## config.mk

```make
export PLATFORM = sky130hd
export DESIGN_NAME = lrs_queue
export DESIGN_NICKNAME = d
export VERILOG_FILES = /design/src/rtl/lrs_queue.sv
export SDC_FILE = /design/constraint.sdc
export NUM_CORES = 1
export LEC_CHECK = 0
export ABC_AREA = 1
export BUFFER_PORTS_ARGS = -buffer_cell sky130_fd_sc_hd__buf_4
export CORE_MARGIN = 3
export CORE_UTILIZATION = 55
export DETAILED_ROUTE_END_ITERATION = 6
export PLACE_DENSITY_LB_ADDON = 0.25
export RECOVER_POWER = 100
export REMOVE_ABC_BUFFERS = 1
export SYNTH_ARGS = -nofsm -noshare
export SYNTH_HDL_FRONTEND = slang
export SYNTH_SLANG_ARGS = --single-unit
```

## constraint.sdc

```tcl
create_clock -name clk -period 1.9 [get_ports clk]
set_input_delay 0.38 -clock clk [delete_from_list [all_inputs] [get_ports clk]]
set_output_delay 0.38 -clock clk [all_outputs]
set_load 0.01 [all_outputs]
```

## src/rtl/lrs_queue.sv

```systemverilog
// Short first-in first-out queue between the front and back parts.
`timescale 1ns / 1ps

module lrs_queue #(
  parameter int WIDTH = 8,
  parameter int DEPTH = 4
) (
  input  logic             clk,
  input  logic             rst_n,
  input  logic             push,
  input  logic [WIDTH-1:0] push_data,
  input  logic             pop,
  output logic             head_valid,
  output logic [WIDTH-1:0] head_data,
  output logic             almost_full
);

  localparam int AW = $clog2(DEPTH);

  logic [WIDTH-1:0] slots_r [DEPTH];
  logic [AW-1:0]    wr_ptr_r, rd_ptr_r;
  logic [AW:0]      count_r;

  assign head_valid  = count_r != '0;
  assign head_data   = slots_r[rd_ptr_r];
  assign almost_full = 32'(count_r) >= (DEPTH - 1);

  // Pointers and fill level.
  always_ff @(posedge clk) begin
    if (!rst_n) begin
      wr_ptr_r <= '0;
      rd_ptr_r <= '0;
      count_r  <= '0;
    end else begin
      if (push) begin
        wr_ptr_r <= (wr_ptr_r == AW'(DEPTH - 1)) ? '0 : wr_ptr_r + AW'(1);
      end
      if (pop) begin
        rd_ptr_r <= (rd_ptr_r == AW'(DEPTH - 1)) ? '0 : rd_ptr_r + AW'(1);
      end
      if (push && !pop) begin
        count_r <= count_r + (AW+1)'(1);
      end else if (pop && !push) begin
        count_r <= count_r - (AW+1)'(1);
      end
    end
  end

  // Storage.
  always_ff @(posedge clk) begin
    if (push) begin
      slots_r[wr_ptr_r] <= push_data;
    end
  end

endmodule

```

==> summary.md, run 1 <==
| Metric | Value |
|---|---|
| Setup TNS | `0 ns` |
| Worst Hold Launch | `push_data[7]` |
| # nets final | `183` |
| Pleak | `0.000706 uW` |
| Routability-driven placement congestion ratio | `0.780` |
| Syn_area_per_cell | `12.2 sq um` |
| Slew Limit Fails | `0` |
| Max_cap viols | `0` |
| Synth area leaders | `edfxtp_1 58%, dfxtp_1 11%, o21ai_0 5.1%` |
| RSZ-0062 raised after global routing | `no` |
| DR pass1 iterations | `4` |
| Top cell type's share of synthesized area | `58.0%` |
| I/O Buffers | `21` |
| Status | `complete, no violations` |
| Dominant cell type by area after synthesis | `edfxtp_1` |
| Startpoint type of the worst setup path | `flip-flop` |
| Core area | `0.00281 sq mm` |
| Setup-failing EPs final | `0` |
| Tot GR Track Use | `17.9%` |
| CP Max Fanout | `9` |
| Area Overhead vs Synth | `10.4%` |
| Drt wl/cell | `14.9 um` |
| Tightest Pin Transition | `0.374 ns` |
| Yosys cell types | `18` |
| Non-Filler Instances | `196` |
| Final wirelength | `2.93 mm` |
| Critical path class | `flip-flop to output pin` |
| I/O pin cnt | `22` |
| Power Dens Cells | `905 mW/mm^2` |
| Fmax | `560 MHz` |
| Chip height | `60.9 um` |
| DR vias/cell | `5.48` |
| Final hold slack | `0.293 ns` |
| IR drop worst, VDD | `0.000611 V` |
| Synthesis Warnings | `0` |
| CTS max path bufs | `2` |
| Vias in the first global route | `1062` |
| Initial antenna violation count | `0` |
| Cts bufs inserted | `5` |
| Worst Setup End Kind | `output pin` |
| CP required | `1.52 ns` |
| Worst skew pair latency | `0.34 ns` |
| Hold Path Class | `input pin to flip-flop` |
| Post-route antenna net violation count | `0` |
| Largest net degree at the start of global routing | `17` |
| Final Hold Fails | `0` |
| Clock Pin Slew Worst Setup and Hold Paths | `0.12 ns` |
| Critical path arrival | `1.40 ns` |
| Min Tclk post-route | `1.78 ns` |
| Overflow after GRT | `0` |
| Sink Count | `41` |
| Starting DRT DRC Count | `26` |
| DP HPWL | `2.09 mm` |
| H-tree depth | `2` |
| Share of layout cells above drive strength 1 | `11.5%` |
| Cells after synthesis | `136` |
| Flops & latches, synth | `41` |
| CTS tree | `done` |
| Die W | `60.9 um` |
| N_diodes | `0` |
| DR DRC count | `0` |
| Row count | `19` |
| CTS root buf | `clkbuf_4` |
| Sequential share of the synthesized area | `68.9%` |
| Tcrit/Tclk final | `93.9%` |
| RR Startpoint | `wr_ptr_r[0]$_SDFFE_PN0P_` |
| Relative slew slack | `75.0%` |
| Initial Util | `59.1%` |
| Routed via count | `1075` |
| Mapped cell area | `0.00166 sq mm` |
| Die area | `0.00371 sq mm` |
| First-pass GRT wire length | `4.64 mm` |
| Placed Cells | `188` |
| Setup Skew | `0.0144 ns` |
==> synthesized netlist by cell type <==
master    number
edfxtp_1      32
nor2_1        18
inv_1         17
o21ai_0       17
dfxtp_1        9
nand2_1        8
o22ai_1        8
ha_1           6
a21oi_1        5
nor2_2         3
buf_6          2
nand3_1        2
nor3_1         2
o21ai_1        2
o21ai_2        2
fa_1           1
inv_2          1
nand4_1        1
==> state kept, by name, summed over array words and instances (netlist names), named ones only <==
signal	count
rd_ptr_r	2
wr_ptr_r	2
slots_r	32
count_r	3
==> layer usage <==
metal  vias to the layer above  part of all wire, %  track usage [%]
met1                       506                   41             20.2
li1                        532                    -                -
met5                         -                    0                0
met3                         6                  5.4             4.26
met4                         0                  1.7             7.74
met2                        31                   52             32.1
==> placed cells by master (no fill, tap or decap), drive strengths merged <==
cell type,count
a21oi,5
buf,6
clkbuf,22
clkinv,3
dfxtp,9
edfxtp,32
fa,1
ha,6
inv,18
nand2,8
nand3,2
nand4,1
nor2,21
nor3,2
o21ai,21
o22ai,8
==> report_power, final <==
group          total (uW)  internal (uW)  switching (uW)
Clock                 396            134             262
Sequential           1040           1020            28.6
Combinational         216           78.9             137
==> final cells by class <==
cell class / instances / area [sq um]
clock inverters: 3 / 12.5
clock buffers: 5 / 37.5
repair buffers: 23 / 109
flip-flops and latches: 41 / 1140
fillers: 247 / 976
multi-input cells: 75 / 422
inverters: 18 / 67.6
well taps: 31 / 38.8
==> worst paths after layout <==
kind	to	slack, ns	cells past startpoint
setup reg to reg	slots_r[3][5]$_DFFE_PP_	0.59	3
hold / removal	slots_r[2][7]$_DFFE_PP_	0.29	1
setup / recovery	head_data[7]	0.12	3
hold reg to reg	count_r[0]$_SDFFE_PN0P_	0.52	1
==> critical path, stage by stage (launching register included) <==
cell,delay [ns]
dfxtp_1,0.53
o21ai_0,0.15
o22ai_1,0.19
clkbuf_1,0.19
==> through the flow <==
step	total power (uW)	util, %	setup WS, ns	instance area (sq um)
2_1_floorplan	1190	-	0.456	1630
3_3_place_gp	1300	65.8	0.294	1850
3_5_place_dp	1310	65.8	0.243	1850
4_1_cts	1700	67.6	0.0399	1900
5_1_grt	1730	65.2	0.0225	1830
6_report	1660	65.2	0.115	1830
==> cell families (layout without fill, tap and decap cells) <==
kind of cell / Yosys count / count (layout) / share of synthesized area, %
AOI/OAI and AO/OA: 34 / 34 / 11.3
adders and majority gates: 7 / 7 / 5.74
buffers and inverters: 20 / 49 / 5.44
DFF: 41 / 41 / 68.9
and+or+nand+nor: 34 / 34 / 8.61
==> repair_timing <==
| item | CTS | global route |
|---|---|---|
| setup endpoints to repair | 1 | 2 |
| gates resized for setup | 1 | 1 |
| hold buffers | 0 | 0 |
| setup buffers | 0 | 0 |
No activity file was read; power rests on OpenSTA's default activity.
==> run 2, diff against run 1 <==
- RECOVER_POWER: 100 -> 25
==> run 2 against run 1 <==
Compared with the run above: sequential power hardly changed; combinational power grew 13%; largest power group unchanged; die area stayed put; critical path type unchanged.
==> summary.md, run 2 (synthesis gave the netlist of run 1 again) <==
| Metric | Value |
|---|---|
| Reg with most FFs | `slots_r` |
| Pleak | `0.000747 uW (+5.9%)` |
| CP required | `1.52 ns (about the same)` |
| Max_cap viols | `0 (unchanged)` |
| Routability-driven placement congestion ratio | `0.780 (unchanged)` |
| GRT busiest layer | `met2` |
| Sink Count | `41 (unchanged)` |
| Drt wl/cell | `15.0 um (+0.65%)` |
| Status | `complete, no violations` |
| CTS resizes | `1 (unchanged)` |
| Initial Util | `59.1% (unchanged)` |
| Row count | `19 (unchanged)` |
| Post-cts hold buffer count | `0 (unchanged)` |
| Leading cell types in the layout, fill and taps excluded | `32 x edfxtp_1, 18 x nor2_1, 17 x o21ai_0, 17 x buf_4, 16 x inv_1` |
| Largest net degree at the start of global routing | `17 (unchanged)` |
| Setup-failing EPs final | `0 (unchanged)` |
| Biggest regs | `slots_r (32), count_r (3)` |
| Critical path arrival | `1.42 ns (+0.02 ns)` |
| Core area | `0.00281 sq mm (unchanged)` |
| Die W | `60.9 um (unchanged)` |
| Worst Setup End Kind | `output pin` |
| Post-route antenna net violation count | `0 (unchanged)` |
| Most common cell after layout, fill and taps aside | `edfxtp_1` |
| Pwr Total | `1680 uW (+1.7%)` |
| Final Hold Fails | `0 (unchanged)` |
| Tot GR Track Use | `17.9% (unchanged)` |
| IR drop worst, VDD | `0.000614 V (+0.52%)` |
| Cts bufs inserted | `5 (unchanged)` |
| H-tree depth | `2 (unchanged)` |
| GRT met2 Usage | `32.1% (unchanged)` |
| Met1 Use GR | `20.2% (unchanged)` |
| Share of layout cells above drive strength 1 | `18.8% (+7.3 points)` |
| Tcrit/Tclk final | `94.8% (+0.90 points)` |
| Area after DPL | `0.00185 sq mm (unchanged)` |
| I/O Buffers | `21 (unchanged)` |
| Relative slew slack | `75.4% (+0.41 points)` |
| Slew Limit Fails | `0 (unchanged)` |
| DP HPWL | `2.09 mm (unchanged)` |
| Vias in the first global route | `1062 (unchanged)` |
| Met3 usage | `4.26% (unchanged)` |
| Power Dens Cells | `898 mW/mm^2 (-0.79%)` |
| Critical path class | `flip-flop to output pin` |
| Post-route cell area | `0.00187 sq mm (+2.5%)` |
| RSZ-0062 raised after global routing | `no` |
| Setup Skew | `0.0122 ns (-0.00224 ns)` |
| Tightest Pin Transition | `0.368 ns (-0.00610 ns)` |
| Hold Path Class | `input pin to flip-flop` |
| Die area | `0.00371 sq mm (unchanged)` |
| Post-CTS setup buffer count | `0 (unchanged)` |
| Non-Filler Instances | `196 (unchanged)` |
| Clock Pin Slew Worst Setup and Hold Paths | `0.11 ns (about the same)` |
| Final wirelength | `2.94 mm (+0.65%)` |
| CTS max path bufs | `2 (unchanged)` |
| Worst skew pair latency | `0.34 ns (about the same)` |
| CTS tree | `done` |
| DR vias/cell | `5.38 (-2.0%)` |
| Chip height | `60.9 um (unchanged)` |
| Min Tclk post-route | `1.80 ns (+0.0171 ns)` |
| N_diodes | `0 (unchanged)` |
| DR DRC count | `0 (unchanged)` |
| CTS root buf | `clkbuf_4` |
| Fmax | `555 MHz (-0.95%)` |
| # nets final | `183 (unchanged)` |
| Area Overhead vs Synth | `13.1%` |
| Setup TNS | `0 ns (unchanged)` |
| Final hold slack | `0.248 ns (-0.0453 ns)` |
| Overflow after GRT | `0 (unchanged)` |
| Routed via count | `1054 (-2.0%)` |
| Largest register FFs | `32 (unchanged)` |
| Placed Cells | `188 (unchanged)` |
| CP Max Fanout | `16 (+7)` |
| Starting DRT DRC Count | `26 (unchanged)` |
| First-pass GRT wire length | `4.64 mm (unchanged)` |
| DR pass1 iterations | `4 (unchanged)` |
| I/O pin cnt | `22 (unchanged)` |
| Startpoint type of the worst setup path | `flip-flop` |
| Initial antenna violation count | `0 (unchanged)` |
## run 2: cell types whose count changed in the layout (fill, tap and decap cells not counted)
cell and delta:
o21ai_2 +1, o21ai_0 -1, clkbuf_1 -11, buf_4 +11
## run 2: final timing paths
check,startpoint,end,slack (ns),cells past startpoint
setup reg to reg,wr_ptr_r[0]$_SDFFE_PN0P_,slots_r[3][5]$_DFFE_PP_,0.59,3
setup / recovery,flip-flop,head_data[4],0.1,4
hold / removal,push_data[5],slots_r[3][5]$_DFFE_PP_,0.25,1
hold reg to reg,count_r[0]$_SDFFE_PN0P_,count_r[0]$_SDFFE_PN0P_,0.52,1
## run 2: per-stage QoR
step / worst slack [ns] / utilization [%]
after global placement: 0.294 / 65.8
after detailed placement: 0.243 / 65.8
after floorplan: 0.456 / -
after CTS: 0.0399 / 67.6
final: 0.0981 / 66.8
after global routing: 0.0103 / 66.8
## run 2: final cells by class
class,count,area (sq um)
clock inverter,3,12.5
fill,234,931
timing repair buffer,23,150
inverter,18,67.6
tap,31,38.8
clock buffer,5,37.5
sequential,41,1140
multi-input combinational,75,425
## run 2: critical path: stages (launching register included)
cell and delay [ns]:
dfxtp_2 0.37, inv_2 0.24, o21ai_0 0.13, o22ai_1 0.18, buf_4 0.16
## run 2: routing by layer
metal,up-vias,routed length (um)
met5,-,0
met4,0,51
met3,6,114
met2,25,1550
met1,492,1230
li1,531,-
## run 2: where the power goes
group / switching, uW / internal (uW) / leakage [uW]
Combinational: 139 / 104 / 0.000348
Clock: 263 / 134 / 0.0000300
Sequential: 28.7 / 1020 / 0.000369
Total: 430 / 1250 / 0.000747
==> run 3, diff against run 2 <==
- CORE_UTILIZATION: 55 -> 40
==> run 3 against run 2 <==
Compared with the run above: clock-buffer cell count did not move; hold slack improved by 0.045 ns; clock skew fell by 0.0098 ns; first-iteration DRC count rose by 110%; fmax rose by 3.3%; combinational power barely moved.
==> summary.md, run 3 (synthesis gave the netlist of run 1 again) <==
| Metric | Value |
|---|---|
| Status | `complete, no violations` |
| First-pass GRT wire length | `4.77 mm (+2.8%)` |
| I/O pin cnt | `22 (unchanged)` |
| Tcrit/Tclk final | `91.8% (-3.0 points)` |
| Initial antenna violation count | `0 (unchanged)` |
| Setup Skew | `0.00241 ns (-0.00977 ns)` |
| Critical path arrival | `1.36 ns (-0.06 ns)` |
| Row count | `22 (+3)` |
| I/O Buffers | `21 (unchanged)` |
| CTS resizes | `0 (-1)` |
| Hold Path Cell Cnt | `1 (unchanged)` |
| Share of layout cells above drive strength 1 | `19.4% (+0.61 points)` |
| Core area | `0.00383 sq mm (+36%)` |
| Post-route antenna net violation count | `0 (unchanged)` |
| CP required | `1.52 ns (about the same)` |
| Chip height | `70.4 um (+16%)` |
| # nets final | `183 (unchanged)` |
| Starting DRT DRC Count | `54 (+110%)` |
| Fmax | `573 MHz (+3.3%)` |
| Worst Setup End Kind | `output pin` |
| Relative slew slack | `74.8% (-0.61 points)` |
| Pint | `1640 uW (+31%)` |
| PnR worst setup slack | `0.155 ns (+0.0574 ns)` |
| Biggest regs | `slots_r (32), count_r (3)` |
| Area Overhead vs Synth | `19.4%` |
| CTS tree | `done` |
| Initial Util | `43.3% (-16 points)` |
| Post-cts hold buffer count | `0 (unchanged)` |
| Startpoint type of the worst setup path | `flip-flop` |
| Final wirelength | `2.86 mm (-2.8%)` |
| Largest register FFs | `32 (unchanged)` |
| Comb pwr share | `11.7% (-2.7 points)` |
| Leading cell types in the layout, fill and taps excluded | `32 x edfxtp_1, 18 x nor2_1, 17 x o21ai_0, 17 x buf_4, 16 x inv_1` |
| Non-Filler Instances | `213 (+8.7%)` |
| Drt wl/cell | `13.4 um (-11%)` |
| DP HPWL | `2.00 mm (-4.5%)` |
| CTS root buf | `clkbuf_8` |
| Clock Pin Slew Worst Setup and Hold Paths | `0.07 ns (-0.04 ns)` |
| DR DRC count | `0 (unchanged)` |
| Die area | `0.00495 sq mm (+34%)` |
| Sink Count | `41 (unchanged)` |
| Pleak | `0.000785 uW (+5.1%)` |
| Post-CTS setup buffer count | `0 (unchanged)` |
| R2R depth | `3 (unchanged)` |
| DR vias/cell | `5.02 (-6.7%)` |
| Cts bufs inserted | `5 (unchanged)` |
| Die W | `70.4 um (+16%)` |
| Tot GR Track Use | `12.9% (-4.9 points)` |
| Placed Cells | `205 (+9.0%)` |
| Setup Slack @ Placement | `0.225 ns (-0.0187 ns)` |
| Routed via count | `1069 (+1.4%)` |
| Seq pwr share | `49.9% (-12 points)` |
| RSZ-0062 raised after global routing | `no` |
| Reg with most FFs | `slots_r` |
| CP Max Fanout | `9 (-7)` |
| Setup TNS | `0 ns (unchanged)` |
| Setup-failing EPs final | `0 (unchanged)` |
| Most common cell after layout, fill and taps aside | `edfxtp_1` |
| H-tree depth | `2 (unchanged)` |
| Tightest Pin Transition | `0.377 ns (+0.00914 ns)` |
| Largest net degree at the start of global routing | `17 (unchanged)` |
| N_diodes | `0 (unchanged)` |
| Critical path class | `flip-flop to output pin` |
| Switching Share | `21.4% (-4.2 points)` |
| IR drop worst, VDD | `0.000489 V (-20%)` |
| Clock power share | `38.4% (+15 points)` |
| Power Dens Cells | `1050 mW/mm^2 (+17%)` |
| DR pass1 iterations | `4 (unchanged)` |
| Hold Path Class | `input pin to flip-flop` |
| Final Hold Fails | `0 (unchanged)` |
| Slew Limit Fails | `0 (unchanged)` |
| CTS max path bufs | `2 (unchanged)` |
| Overflow after GRT | `0 (unchanged)` |
| Sw power | `446 uW (+3.7%)` |
| Max_cap viols | `0 (unchanged)` |
| Vias in the first global route | `1017 (-4.2%)` |
| Worst skew pair latency | `0.29 ns (-0.05 ns)` |
| Routability-driven placement congestion ratio | `0.712 (-8.8%)` |
| Min Tclk post-route | `1.74 ns (-0.0574 ns)` |
run 3: cell count changes in the layout (fill, tap and decap cells not counted), sizes merged:
cell	change
bufinv	+2
clkinv	-2
run 3: area by class of cell:
cell class / instances / area (sq um)
sequential: 41 / 1140
fill: 338 / 1850
clock inverter: 3 / 65.1
inverter: 18 / 67.6
multi-input combinational: 75 / 425
tap: 48 / 60.1
clock buffer: 5 / 68.8
timing repair buffer: 23 / 150
run 3: power groups by stage:
stage,clock (uW),sequential [uW],combinational [uW]
after floorplan,0,1060,132
after CTS,817,1040,254
after global placement,0,1060,243
after detailed placement,0,1060,254
after global routing,873,1050,277
final,802,1040,244
run 3: worst max-delay path: stages (launching register included):
cell and delay, ns:
dfxtp_1 0.53, inv_2 0.18, o21ai_0 0.12, o22ai_1 0.10
buf_4 0.15
run 3: path summary, 6_finish.rpt:
check | start | endpoint | slack [ns]
worst min-delay path | push_data[7] | slots_r[0][7]$_DFFE_PP_ | 0.29
worst min register to register | count_r[0]$_SDFFE_PN0P_ | count_r[0]$_SDFFE_PN0P_ | 0.51
worst max-delay path | flip-flop | head_data[5] | 0.16
worst max register to register | wr_ptr_r[0]$_SDFFE_PN0P_ | slots_r[3][7]$_DFFE_PP_ | 0.60
run 3: metal layers:
layer  GRT usage [%]  up-vias  share of wire, %
met3            5.32        7               5.2
met5               0        -                 0
met4            6.17        0               1.9
li1                -      530                 -
met2            20.9       23                50
met1            14.8      509                43
run 3: through the flow:
step	hold WS (ns)	utilization [%]	total power [uW]	instance area, sq um
2_1_floorplan	0.466	-	1190	1630
3_3_place_gp	0.492	48.8	1300	1870
3_5_place_dp	0.496	48.8	1310	1870
4_1_cts	0.278	52.3	2110	2000
5_1_grt	0.276	51.7	2200	1980
6_report	0.293	51.7	2090	1980
