$ cat src/rtl/lrs_pkg.sv
// Shared types and constants of the label region statistics block.
`timescale 1ns / 1ps

package lrs_pkg;

  // Field widths.
  localparam int DIM_W   = 11;
  localparam int AREA_W  = 21;
  localparam int SUM_W   = 30;
  localparam int PERIM_W = 23;
  localparam int CENT_W  = 10;
  localparam int LABEL_W = 10;
  localparam int CFG_W   = 21;
  localparam int CFG_IDX_W = 2;

  // Saturation limits.
  localparam logic [AREA_W-1:0]  AREA_CAP  = {AREA_W{1'b1}};
  localparam logic [SUM_W-1:0]   SUM_CAP   = {SUM_W{1'b1}};
  localparam logic [PERIM_W-1:0] PERIM_CAP = {PERIM_W{1'b1}};
  localparam logic [CENT_W-1:0]  CENT_CAP  = {CENT_W{1'b1}};

  // Register indexes.
  localparam logic [CFG_IDX_W-1:0] CFG_IMAGE_WIDTH  = 2'd0;
  localparam logic [CFG_IDX_W-1:0] CFG_IMAGE_HEIGHT = 2'd1;
  localparam logic [CFG_IDX_W-1:0] CFG_AREA_MIN     = 2'd2;
  localparam logic [CFG_IDX_W-1:0] CFG_AREA_MAX     = 2'd3;

  // Register reset values.
  localparam logic [DIM_W-1:0]  DIM_RESET      = 11'd1024;
  localparam logic [AREA_W-1:0] AREA_MIN_RESET = 21'd1;
  localparam logic [AREA_W-1:0] AREA_MAX_RESET = 21'(1024 * 1024);

  // Depth of the queue between front and back.
  localparam int QUEUE_DEPTH = 4;

  typedef struct packed {
    logic [DIM_W-1:0]  image_width;
    logic [DIM_W-1:0]  image_height;
    logic [AREA_W-1:0] area_min;
    logic [AREA_W-1:0] area_max;
  } cfg_t;

  // One table entry handed to the centroid divider.
  typedef struct packed {
    logic [AREA_W-1:0]  area;
    logic [SUM_W-1:0]   sum_x;
    logic [SUM_W-1:0]   sum_y;
    logic [PERIM_W-1:0] perimeter;
    logic               in_range;
    logic [LABEL_W-1:0] highest_label;
  } div_req_t;

endpackage

$ cat src/rtl/lrs_div.sv
// Centroid divider, one quotient bit per cycle, holding the result transaction.
`timescale 1ns / 1ps

module lrs_div (
  input  logic                         clk,
  input  logic                         rst_n,
  input  logic                         start,
  input  lrs_pkg::div_req_t            req,
  output logic                         busy,
  output logic                         out_valid,
  input  logic                         out_stall,
  output logic [lrs_pkg::AREA_W-1:0]   out_region_area,
  output logic [lrs_pkg::CENT_W-1:0]   out_centroid_x,
  output logic [lrs_pkg::CENT_W-1:0]   out_centroid_y,
  output logic [lrs_pkg::PERIM_W-1:0]  out_perimeter,
  output logic                         out_in_range,
  output logic [lrs_pkg::LABEL_W-1:0]  out_highest_label
);

  localparam int SW = lrs_pkg::SUM_W;
  localparam int CW = lrs_pkg::CENT_W;

  localparam logic [1:0] ST_IDLE = 2'd0;
  localparam logic [1:0] ST_RUN  = 2'd1;
  localparam logic [1:0] ST_DONE = 2'd2;

  logic [1:0]    st_r;
  logic [3:0]    step_r;
  logic [SW-1:0] rem_x_r, rem_y_r;
  logic [CW-1:0] qx_r, qy_r;
  logic          satx_r, saty_r, zero_r;
  lrs_pkg::div_req_t hold_r;
  logic [SW:0]   trial;

  assign busy      = st_r != ST_IDLE;
  assign out_valid = st_r == ST_DONE;
  assign trial     = (SW+1)'(hold_r.area) << step_r;

  // Sequencer.
  always_ff @(posedge clk) begin
    if (!rst_n) begin
      st_r <= ST_IDLE;
    end else begin
      case (st_r)
        ST_IDLE: if (start) st_r <= ST_RUN;
        ST_RUN:  if (step_r == 4'd0) st_r <= ST_DONE;
        ST_DONE: if (!out_stall) st_r <= ST_IDLE;
        default: st_r <= ST_IDLE;
      endcase
    end
  end

  // Restoring division of both sums by the area; a quotient that would pass
  // the centroid range is flagged up front.
  always_ff @(posedge clk) begin
    if (st_r == ST_IDLE && start) begin
      hold_r  <= req;
      rem_x_r <= req.sum_x;
      rem_y_r <= req.sum_y;
      qx_r    <= '0;
      qy_r    <= '0;
      step_r  <= 4'(CW - 1);
      zero_r  <= req.area == '0;
      satx_r  <= {1'b0, req.sum_x[SW-1:CW]} >= req.area;
      saty_r  <= {1'b0, req.sum_y[SW-1:CW]} >= req.area;
    end else if (st_r == ST_RUN) begin
      if ({1'b0, rem_x_r} >= trial) begin
        rem_x_r      <= rem_x_r - trial[SW-1:0];
        qx_r[step_r] <= 1'b1;
      end
      if ({1'b0, rem_y_r} >= trial) begin
        rem_y_r      <= rem_y_r - trial[SW-1:0];
        qy_r[step_r] <= 1'b1;
      end
      step_r <= step_r - 4'd1;
    end
  end

  assign out_region_area   = hold_r.area;
  assign out_centroid_x    = zero_r ? '0 : (satx_r ? lrs_pkg::CENT_CAP : qx_r);
  assign out_centroid_y    = zero_r ? '0 : (saty_r ? lrs_pkg::CENT_CAP : qy_r);
  assign out_perimeter     = hold_r.perimeter;
  assign out_in_range      = hold_r.in_range;
  assign out_highest_label = hold_r.highest_label;

endmodule

$ cat config.mk
export PLATFORM = sky130hd
export DESIGN_NAME = lrs_div
export DESIGN_NICKNAME = d
export VERILOG_FILES = /design/src/rtl/lrs_pkg.sv /design/src/rtl/lrs_div.sv
export SDC_FILE = /design/constraint.sdc
export NUM_CORES = 1
export LEC_CHECK = 0
export ABC_AREA = 1
export BUFFER_PORTS_ARGS = -buffer_cell sky130_fd_sc_hd__buf_4
export CORE_ASPECT_RATIO = 1.4
export CORE_MARGIN = 2
export CORE_UTILIZATION = 45
export CTS_BUF_LIST = sky130_fd_sc_hd__clkbuf_4 sky130_fd_sc_hd__clkbuf_8
export DETAILED_ROUTE_END_ITERATION = 8
export GPL_ROUTABILITY_DRIVEN = 0
export PLACE_DENSITY = 0.67
export SYNTH_ARGS = -nofsm -noshare
export SYNTH_HDL_FRONTEND = slang
export SYNTH_SLANG_ARGS = --single-unit
$ cat constraint.sdc
create_clock -name clk -period 11.1 [get_ports clk]
set_clock_uncertainty 0.2 [all_clocks]
set_input_delay 2.22 -clock clk [delete_from_list [all_inputs] [get_ports clk]]
set_output_delay 2.22 -clock clk [all_outputs]
set_load 0.005 [all_outputs]
==> results of run 1 <==
## synthesized netlist by cell type (16+ instances only)
cell type,count
nor3_1,16
nand4_1,23
dfxtp_1,26
nand2_1,404
clkbuf_1,25
o21ai_0,96
edfxtp_1,118
nand3_1,104
nor2_1,112
a21oi_1,134
inv_1,166
ha_1,106
## power by group through the flow
stage	clock network, mW	registers (mW)	logic [mW]
finish	0.449	0.838	2.15
floorplan	0	0.817	1.55
detailed placement	0	0.848	2.10
CTS	0.454	0.838	2.11
global route	0.472	0.850	2.40
global placement	0	0.848	2.07
## worst max path at each step
stage | start | endpoint | slack [ns] | cells past startpoint
after floorplan | start | out_highest_label[0] | 6.03 | 4
after global placement | step_r[0] | rem_y_r[10] | 6.16 | 22
after detailed placement | step_r[0] | rem_y_r[1] | 6.10 | 22
after CTS | step_r[0] | rem_y_r[17] | 6.06 | 22
after global routing | step_r[0] | rem_y_r[8] | 5.61 | 20
final | step_r[0] | rem_y_r[1] | 5.93 | 22
## registers in the layout, summed over array words and instances, names as in the netlist, 2 cells and up
name	flops
rem_x_r	30
out_region_area	21
step_r	4
st_r	2
qx_r	10
rem_y_r	30
qy_r	10
out_perimeter	23
out_highest_label	10
## cells by family after synthesis
family | after synthesis | synth area share [%]
mux | 9 | 0.799
simple gates | 719 | 27.7
compound gates | 302 | 15.0
flops | 144 | 36.1
fa+ha+maj | 108 | 12.1
buf+inv | 210 | 7.36
xor+xnor | 12 | 0.933
## metal layers
| metal | track usage [%] | vias up | wire (microns) |
|---|---|---|---|
| li1 | - | 5490 | - |
| met4 | 19.5 | 0 | 2770 |
| met2 | 48.9 | 523 | 17900 |
| met3 | 6.23 | 132 | 2730 |
| met5 | 0 | - | 0 |
| met1 | 33.6 | 5172 | 14400 |
## final cells by class
type                            instances  area [sq um]
Sequential cell                       144          4060
Multi-Input combinational cell       1150          6380
Clock inverter                         15           176
Fill cell                            2466         11300
Inverter                              172           651
Tap cell                              315           394
Timing Repair Buffer                  200          1500
Clock buffer                           17           234
## through the flow
step	util, %	hold WS (ns)	cell area (sq um)	total power [mW]
after floorplan	-	0.236	11300	2.37
after global placement	52.6	0.243	13000	2.92
after detailed placement	52.6	0.253	13000	2.95
after CTS	54.3	0.269	13400	3.40
after global routing	54.3	0.290	13400	3.72
final	54.3	0.269	13400	3.43
## worst max-delay path, delay by kind of cell (launching register included)
kind	cells	cell delay (ns)
simple gates	16	1.69
flops	1	0.93
compound gates	3	0.90
buf+inv	2	0.75
fa+ha+maj	1	0.31
==> key figures, run 1 <==
Synth
  • Syn Nets: ~1700
  • Warnings from Yosys: 0
  • Cells after synthesis: between 1500 and 2000
  • Ys async rst share: 0%
  • Cell taking the most area after synthesis: edfxtp_1
  • Synth top area share: roughly a third
  • Top FF cell, synth: edfxtp_1
  • Top post-synthesis cells by area: edfxtp_1 (31%), nand2_1 (13%), ha_1 (12%)
  • Avg Cell Area, Syn: 7.49 sq um
  • EDFF count, synth: ~120
  • Yosys cell types: 47
  • Register area share after synthesis: 36.1%
  • FF+latch count, synth: 144
  • Mapped cell area: between 10000 and 15000 sq um

Clocking
  • Clock sink count: between 100 and 150
  • CTS tree: yes
  • Clock Tree Root: clkbuf_8
  • Clk pin slew, worst setup/hold paths: around 0.11 ns
  • Clock Latency Late Sink: 0.49 ns
  • Hold Buf Count CTS: 0
  • Number of cells upsized or downsized after cts: 0
  • Clk buf depth: 2
  • H-tree levels: 4
  • TritonCTS buffer count: 17
  • Setup bufs post-CTS: 0

Power and ir drop
  • Clk pwr share: 13.1%
  • Maximum vdd drop: about 0.13 mV
  • Reg power frac: 24.4%
  • NetSw: around 1.8 mW
  • Int Pwr: ~1.7 mW
  • Net Sw Frac: between 50% and 60%
  • Lkg Pwr: a little over 6 nW
  • Combinational Power Share: 62.5%
  • Pwr per Cell Area: 256 nW/um^2

Status
  • Status: finished clean

Worst hold path
  • Worst Hold Path EP: qx_r[3]
  • Hold Path Depth: 2
  • Worst min path class: reg -> reg
  • Hold Startpoint: qx_r[3]

Route
  • Wire length per cell: about 19 microns
  • DRC Markers: 0
  • Final WL: about 38000 microns
  • DRT Pass-1 Iters: 6
  • Routed via count: 11300
  • DRT iter0 DRCs: 961
  • Vias per inst: 5.62
  • Routed Antenna Nets: 0

Placement
  • Placed Instances: 1981
  • DP HPWL: slightly above 30000 microns
  • Place WS: slightly above 6 ns
  • IO Port Bufs: around 200

STA
  • Fin Setup TNS: 0 ns
  • Final setup violation count: 0
  • Max-slew violations: 0
  • Slew @ Worst Pin: ~1 ns
  • Fmax achieved: between 0.15 and 0.2 GHz
  • Tcrit/Tclk final: around 47%
  • Final setup margin: just under 6 ns
  • Hold Vio Cnt, Final: 0
  • Final Critical Period: 5.17 ns
  • RSZ-0062 raised after global routing: false
  • Max-slew headroom: roughly a third

Layout
  • Layout Nets: approximately 1900
  • Commonest cells after routing, fill and taps aside: nand2_1 (403), buf_4 (200), inv_1 (166), a21oi_1 (134), edfxtp_1 (118)
  • Synth-to-Final Area Change: 18.9%
  • Commonest non-fill, non-tap cell in the layout: nand2_1
  • Fin cells: roughly 2000
  • Fraction of layout cells with a size suffix above 1: between 10% and 20%
  • Ant. Diodes: 0

Setup path
  • FF-to-FF setup slack: ~5.9 ns
  • Reg2Reg Capture Point: rem_y_r[1]
  • Critical path, cell by cell: inv_2 > nand2_1 > nand2_1 > nor2_1 > a31oi_1 > nand2_1 > o21ai_0 > o21ai_0 > ha_1 > nand2_2 > nor2_2 > nand2_1 > nor2_2 > nand2_1 > nand2_1 > nand2_1 > nand2_1 > nand2_1 > nand3_2 > nand2_1 > nand2_1 > buf_4
  • Crit Path Class: reg -> reg
  • Most used cell, CP: nand2_1
  • CP Capture Type: flop
  • Worst endpoint data arrival time: 5.11 ns
  • Required @ worst endpoint: 11.04 ns
  • Slowest cell on crit path: dfxtp_1
  • RR Startpoint: step_r[0]
  • CP Launch Type: flop
  • CP max stage delay: 0.93 ns
  • Worst Reg-to-Reg Cells: 22
  • Worst-path fanout max: 30

Global routing
  • Pin count of the biggest net entering global routing: between 80 and 90
  • Number of global-route vias before repair: 11100
  • Initial antenna violation count: 0
  • Global Route Usage Sum: 29.4%
  • Grt total ovfl: 0
  • First-pass GRT wire length: 58300 microns

Floorplanning
  • Die span in x: 138 microns
  • Initial Utilization: between 40 and 50%
  • Die ar.: 26300 sq um
  • Core box area: roughly 25000 sq um
  • Die Y: about 190 microns
  • IO Count: approximately 200
  • # rows: 68

Job
  • Max-Cap Viols: 0
(Power assumes the default switching activity.)
==> inputs of run 2 (changes only) <==
- clock period: 11.1 -> 5.3 ns (I/O delays scaled with it)
==> run 2 against run 1 <==
Against the previous run:
- die area is the same
- final cell count up 0.30%
- highest routed layer unchanged
- largest power group unchanged
- critical path type unchanged
- fmax increased by 10%
- sequential cell count is the same
- global-route usage is 0.45 points higher
- core utilization grew 0.14 points
==> key figures, run 2 (same netlist as run 1, synthesis figures left out) <==
Status
  • Status: finished clean

Setup path
  • Worst endpoint data arrival time: 4.63 ns (-0.48 ns)
  • Reg2Reg Capture Point: rem_y_r[17]
  • Crit path from: step_r[2]
  • CP Capture Type: flop
  • CP Launch Type: flop
  • Required @ worst endpoint: 5.25 ns (-5.79 ns)
  • Worst Reg-to-Reg Cells: 17 (-23%)
  • Crit Path Class: reg -> reg
  • Worst-path fanout max: 30 (unchanged)
  • FF-to-FF setup slack: 0.62 ns (-5.31 ns)
  • RR Startpoint: step_r[2]
  • Worst Setup EP: rem_y_r[17]

Global routing
  • Number of global-route vias before repair: 11200 (+0.70%)
  • Global Route Usage Sum: 29.8% (+0.45 points)
  • Initial antenna violation count: 0 (unchanged)
  • Pin count of the biggest net entering global routing: 72 (-11%)
  • First-pass GRT wire length: 59000 microns (+1.3%)
  • Grt total ovfl: 0 (unchanged)

Floorplanning
  • Die ar.: 26300 sq um (unchanged)
  • # rows: 68 (unchanged)
  • IO Count: 196 (unchanged)
  • Die span in x: 138 microns (unchanged)
  • Core box area: 24700 sq um (unchanged)
  • Die Y: 191 microns (unchanged)
  • Initial Utilization: 45.7% (unchanged)

Power and ir drop
  • Pwr per Cell Area: 534 nW/um^2 (+110%)
  • Maximum vdd drop: 0.246 mV (+91%)
  • Lkg Pwr: 6.12 nW (+0.19%)
  • Clk pwr share: 12.6% (-0.5 points)
  • Combinational Power Share: 63.0% (+0.5 points)
  • Reg power frac: 24.4% (about the same)
  • Net Sw Frac: 51.1% (-0.081 points)
  • Int Pwr: 3.51 mW (+110%)
  • NetSw: 3.66 mW (+110%)

Clocking
  • H-tree levels: 4 (unchanged)
  • Clock Tree Root: clkbuf_8
  • Number of cells upsized or downsized after cts: 0 (unchanged)
  • TritonCTS buffer count: 17 (unchanged)
  • Clock Latency Late Sink: 0.50 ns (about the same)
  • Setup bufs post-CTS: 0 (unchanged)
  • Clock sink count: 144 (unchanged)
  • Clk buf depth: 2 (unchanged)
  • Clk pin slew, worst setup/hold paths: 0.10 ns (about the same)
  • Hold Buf Count CTS: 0 (unchanged)
  • CTS tree: yes

STA
  • Tcrit/Tclk final: 88.4% (+42 points)
  • Final setup margin: 0.617 ns (-5.31 ns)
  • Max-slew headroom: 49.7% (+15 points)
  • Final Critical Period: 4.68 ns (-0.486 ns)
  • Fmax achieved: 0.214 GHz (+10%)
  • Hold Vio Cnt, Final: 0 (unchanged)
  • Fin Setup TNS: 0 ns (unchanged)
  • Final setup violation count: 0 (unchanged)
  • Slew @ Worst Pin: 0.746 ns (-0.237 ns)
  • RSZ-0062 raised after global routing: false
  • Max-slew violations: 0 (unchanged)

Layout
  • Util after Layout: 54.4% (+0.14 points)
  • Synth-to-Final Area Change: 19.2%
  • Commonest cells after routing, fill and taps aside: nand2_1 (403), buf_4 (206), inv_1 (166), a21oi_1 (134), edfxtp_1 (118)
  • Layout Nets: 1918 (+0.31%)
  • Commonest non-fill, non-tap cell in the layout: nand2_1
  • Filler Cells Inserted: 2420 (-1.9%)
  • Ant. Diodes: 0 (unchanged)
  • Fraction of layout cells with a size suffix above 1: 17.5% (+0.29 points)

Route
  • Routed Antenna Nets: 0 (unchanged)
  • Vias per inst: 5.57 (-0.84%)
  • Routed via count: 11300 (-0.55%)
  • DRT Pass-1 Iters: 6 (unchanged)
  • WL met1: 14800 microns (+2.4%)
  • Wire length per cell: 19.1 microns (+1.4%)
  • Routed wl met2: 18900 microns (+5.6%)
  • Final WL: 38500 microns (+1.7%)
  • DRT iter0 DRCs: 1060 (+10%)
  • DRC Markers: 0 (unchanged)
  • Highest routed layer: met4
  • Met3 routed WL: 2640 microns (-3.1%)

Placement
  • DP HPWL: 31700 microns (+3.3%)
  • Place WS: 0.761 ns (-5.34 ns)
  • IO Port Bufs: 195 (unchanged)

Job
  • Max-Cap Viols: 0 (unchanged)

Worst hold path
  • Worst min path class: reg -> reg
==> run 2: changes by cell type in the layout (fill, tap and decap cells not counted) <==
cell        previous run  this run
inv_6                  4         3
inv_12                 1         0
buf_4                200       206
inv_4                  1         0
inv_8                  7         6
clkinvlp_4             0         3
clkinv_4               0         1
==> run 2: worst max-delay path, stage by stage, from the launching register on <==
cell and delay, ns:
dfxtp_1 0.71, inv_1 0.46, nand2_1 0.19, o21ai_0 0.15
nand2_1 0.09, o21ai_0 0.29, ha_1 0.52, inv_1 0.08
o21ai_0 0.24, nor2_1 0.12, nand2_1 0.11, nand2_1 0.06
nand3_1 0.16, nand2_1 0.09, nand3_2 0.28, nand2_1 0.09
nand2_1 0.07, buf_4 0.40
==> run 2: metrics by stage <==
step | power (mW) | hold WS [ns] | cells | instance area, sq um
2_1_floorplan | 4.96 | 0.236 | 1504 | 11300
3_3_place_gp | 6.13 | 0.244 | 1987 | 13000
3_5_place_dp | 6.19 | 0.252 | 1987 | 13000
4_1_cts | 7.10 | 0.266 | 2019 | 13400
5_1_grt | 7.77 | 0.284 | 2019 | 13400
6_report | 7.17 | 0.265 | 2019 | 13400
==> run 2: how the worst min path moves through the flow <==
stage / startpoint / to / slack [ns] / cells after the start
6_report: qx_r[0] / qx_r[0] / 0.27 / 2
5_1_grt: qx_r[5] / qx_r[5] / 0.28 / 2
3_3_place_gp: qx_r[7] / qx_r[7] / 0.24 / 2
4_1_cts: qx_r[5] / qx_r[5] / 0.27 / 2
3_5_place_dp: qx_r[5] / qx_r[5] / 0.25 / 2
2_1_floorplan: qx_r[0] / qx_r[0] / 0.24 / 2
==> run 2: routing by layer <==
metal / vias up / GRT usage [%]
met3: 110 / 6.15
met5: - / 0
met4: 0 / 15.7
met1: 5143 / 34.0
li1: 5502 / -
met2: 500 / 52.0
==> run 2: power by group through the flow <==
stage          logic [mW]  clock network (mW)  registers, mW
6_report             4.52               0.907           1.75
4_1_cts              4.44               0.917           1.75
2_1_floorplan        3.25                   0           1.71
3_3_place_gp         4.36                   0           1.77
3_5_place_dp         4.42                   0           1.77
5_1_grt              5.05               0.958           1.77
==> run 2: layout make-up <==
type                    instances  area [sq um]  area share, %
clock buffers                  17           234           1.74
clock inverters                15           165           1.23
multi-input cells            1150          6380           47.5
repair buffers                206          1550           11.5
flip-flops and latches        144          4060           30.3
inverters                     172           651           4.84
well taps                     315           394           2.93
==> inputs of run 3 (changes only) <==
- RECOVER_POWER: default -> 100
==> run 3 against run 2 <==
Against the previous run:
- the run now ends with max-capacitance violations, max-slew violations left
- non-clock buffer count unchanged
- sequential power about the same
- final cell count unchanged
- critical path depth increased by 2
- first-iteration DRC count decreased by 12%
- core utilization decreased by 0.89 points
==> key figures, run 3 (same netlist as run 1, synthesis figures left out) <==
Global routing
  • Global Route Usage Sum: 29.8% (unchanged)
  • Initial antenna violation count: 0 (unchanged)
  • Grt total ovfl: 0 (unchanged)
  • Pin count of the biggest net entering global routing: 72 (unchanged)
  • First-pass GRT wire length: 59000 microns (unchanged)
  • Number of global-route vias before repair: 11200 (unchanged)

Setup path
  • Worst-path fanout max: 30 (unchanged)
  • CP Capture Type: flop
  • Critical path, cell by cell: buf_4 > inv_1 > a21oi_1 > a31oi_1 > o21ai_0 > nand2_1 > o21ai_0 > ha_1 > nand2_1 > a21oi_1 > nor2_1 > nand2_1 > nand2_1 > nand3_1 > nand2_1 > nand3_1 > nand2_1 > nand2_1 > clkbuf_4
  • Most used cell, CP: nand2_1
  • CP Launch Type: flop
  • Crit Path Class: reg -> reg
  • Required @ worst endpoint: 5.27 ns (+0.02 ns)
  • FF-to-FF setup slack: 0.52 ns (-0.10 ns)
  • Worst endpoint data arrival time: 4.75 ns (+0.12 ns)
  • Slowest cell on crit path: inv_1
  • CP max stage delay: 0.48 ns (-0.23 ns)
  • CP Buf/Inv Count: 3 (unchanged)
  • Worst path top cell family by delay: simple AND/OR/NAND/NOR gates

STA
  • Fmax achieved: 0.209 GHz (-2.1%)
  • Worst hold slack: 0.265 ns (+0.000293 ns)
  • Max-slew violations: 123 (+123)
  • Fin Setup TNS: 0 ns (unchanged)
  • Final setup violation count: 0 (unchanged)
  • Slew @ Worst Pin: 2.98 ns (+2.23 ns)
  • RSZ-0062 raised after global routing: false
  • Hold Vio Cnt, Final: 0 (unchanged)
  • Final setup margin: 0.518 ns (-0.0990 ns)
  • Max-slew headroom: -99.9% (-150 points)
  • Final Critical Period: 4.78 ns (+0.0990 ns)
  • Tcrit/Tclk final: 90.2% (+1.9 points)

Route
  • DRT iter0 DRCs: 931 (-12%)
  • Final WL: 38400 microns (about the same)
  • DRC Markers: 0 (unchanged)
  • Wire length per cell: 19.0 microns (about the same)
  • Routed via count: 11300 (+0.053%)
  • Vias per inst: 5.58 (about the same)
  • Routed Antenna Nets: 0 (unchanged)
  • DRT Pass-1 Iters: 6 (unchanged)

Floorplanning
  • IO Count: 196 (unchanged)
  • # rows: 68 (unchanged)
  • Die ar.: 26300 sq um (unchanged)
  • Die span in x: 138 microns (unchanged)
  • Initial Utilization: 45.7% (unchanged)
  • Die Y: 191 microns (unchanged)
  • Core box area: 24700 sq um (unchanged)

Power and ir drop
  • Lkg Pwr: 5.93 nW (-3.2%)
  • Maximum vdd drop: 0.246 mV (about the same)
  • Pwr per Cell Area: 541 nW/um^2 (+1.2%)

Placement
  • IO Port Bufs: 195 (unchanged)
  • DP HPWL: 31700 microns (unchanged)
  • Place WS: 0.761 ns (unchanged)

Clocking
  • Clock Tree Root: clkbuf_8
  • Clock sink count: 144 (unchanged)
  • Clk pin slew, worst setup/hold paths: 0.10 ns (about the same)
  • Setup bufs post-CTS: 0 (unchanged)
  • H-tree levels: 4 (unchanged)
  • Hold Buf Count CTS: 0 (unchanged)
  • Clock Latency Late Sink: 0.50 ns (about the same)
  • TritonCTS buffer count: 17 (unchanged)
  • Clk buf depth: 2 (unchanged)
  • CTS tree: yes
  • Number of cells upsized or downsized after cts: 0 (unchanged)

Status
  • Status: finished with violations
  • Violated checks: max-capacitance violations, max-slew violations

Layout
  • Layout Nets: 1918 (unchanged)
  • Commonest cells after routing, fill and taps aside: nand2_1 (405), inv_1 (167), a21oi_1 (138), edfxtp_1 (118), nor2_1 (111)
  • Util after Layout: 53.6% (-0.89 points)
  • Ant. Diodes: 0 (unchanged)
  • Synth-to-Final Area Change: 17.3%
  • Commonest non-fill, non-tap cell in the layout: nand2_1
  • Fraction of layout cells with a size suffix above 1: 14.2% (-3.3 points)

Worst hold path
  • Worst min path class: reg -> reg

Job
  • Max-Cap Viols: 2 (+2)
## run 3: area by class of cell
| cell class | count | area (sq um) |
|---|---|---|
| tap | 315 | 394 |
| timing repair buffer | 206 | 1380 |
| fill | 2478 | 11500 |
| sequential | 144 | 4060 |
| multi-input combinational | 1150 | 6330 |
| clock inverter | 15 | 165 |
| clock buffer | 17 | 234 |
| inverter | 172 | 647 |
## run 3: final timing paths
kind | start | end | depth (start not counted)
min reg2reg | qx_r[0] | qx_r[0] | 2
min | qx_r[0] | qx_r[0] | 2
max reg2reg | step_r[1] | rem_x_r[16] | 19
max | step_r[1] | rem_x_r[16] | 19
## run 3: through the flow
step | instance area [sq um] | total power, mW | std cells
floorplan | 11300 | 4.96 | 1504
global placement | 13000 | 6.13 | 1987
detailed placement | 13000 | 6.19 | 1987
CTS | 13400 | 7.10 | 2019
global route | 13200 | 7.74 | 2019
finish | 13200 | 7.14 | 2019
## run 3: routing by layer
metal / GRT usage, % / up-vias / wire length [microns]
li1: - / 5497 / -
met1: 34.0 / 5138 / 14700
met2: 52.0 / 511 / 18800
met3: 6.15 / 115 / 2650
met4: 15.7 / 0 / 2220
met5: 0 / - / 0
## run 3: power breakdown
| group | switching [mW] | internal, mW | leakage (nW) | total (mW) |
|---|---|---|---|---|
| registers | 0.134 | 1.62 | 1.35 | 1.75 |
| logic | 2.96 | 1.52 | 4.38 | 4.48 |
| clock network | 0.555 | 0.356 | 0.193 | 0.910 |
## run 3: worst min-delay path, delay by kind of cell (launching register included)
kind	cells	cell delay (ns)
flip-flops	1	0.31
AO/OA/AOI/OAI	1	0.06
buffers and inverters	1	0.06
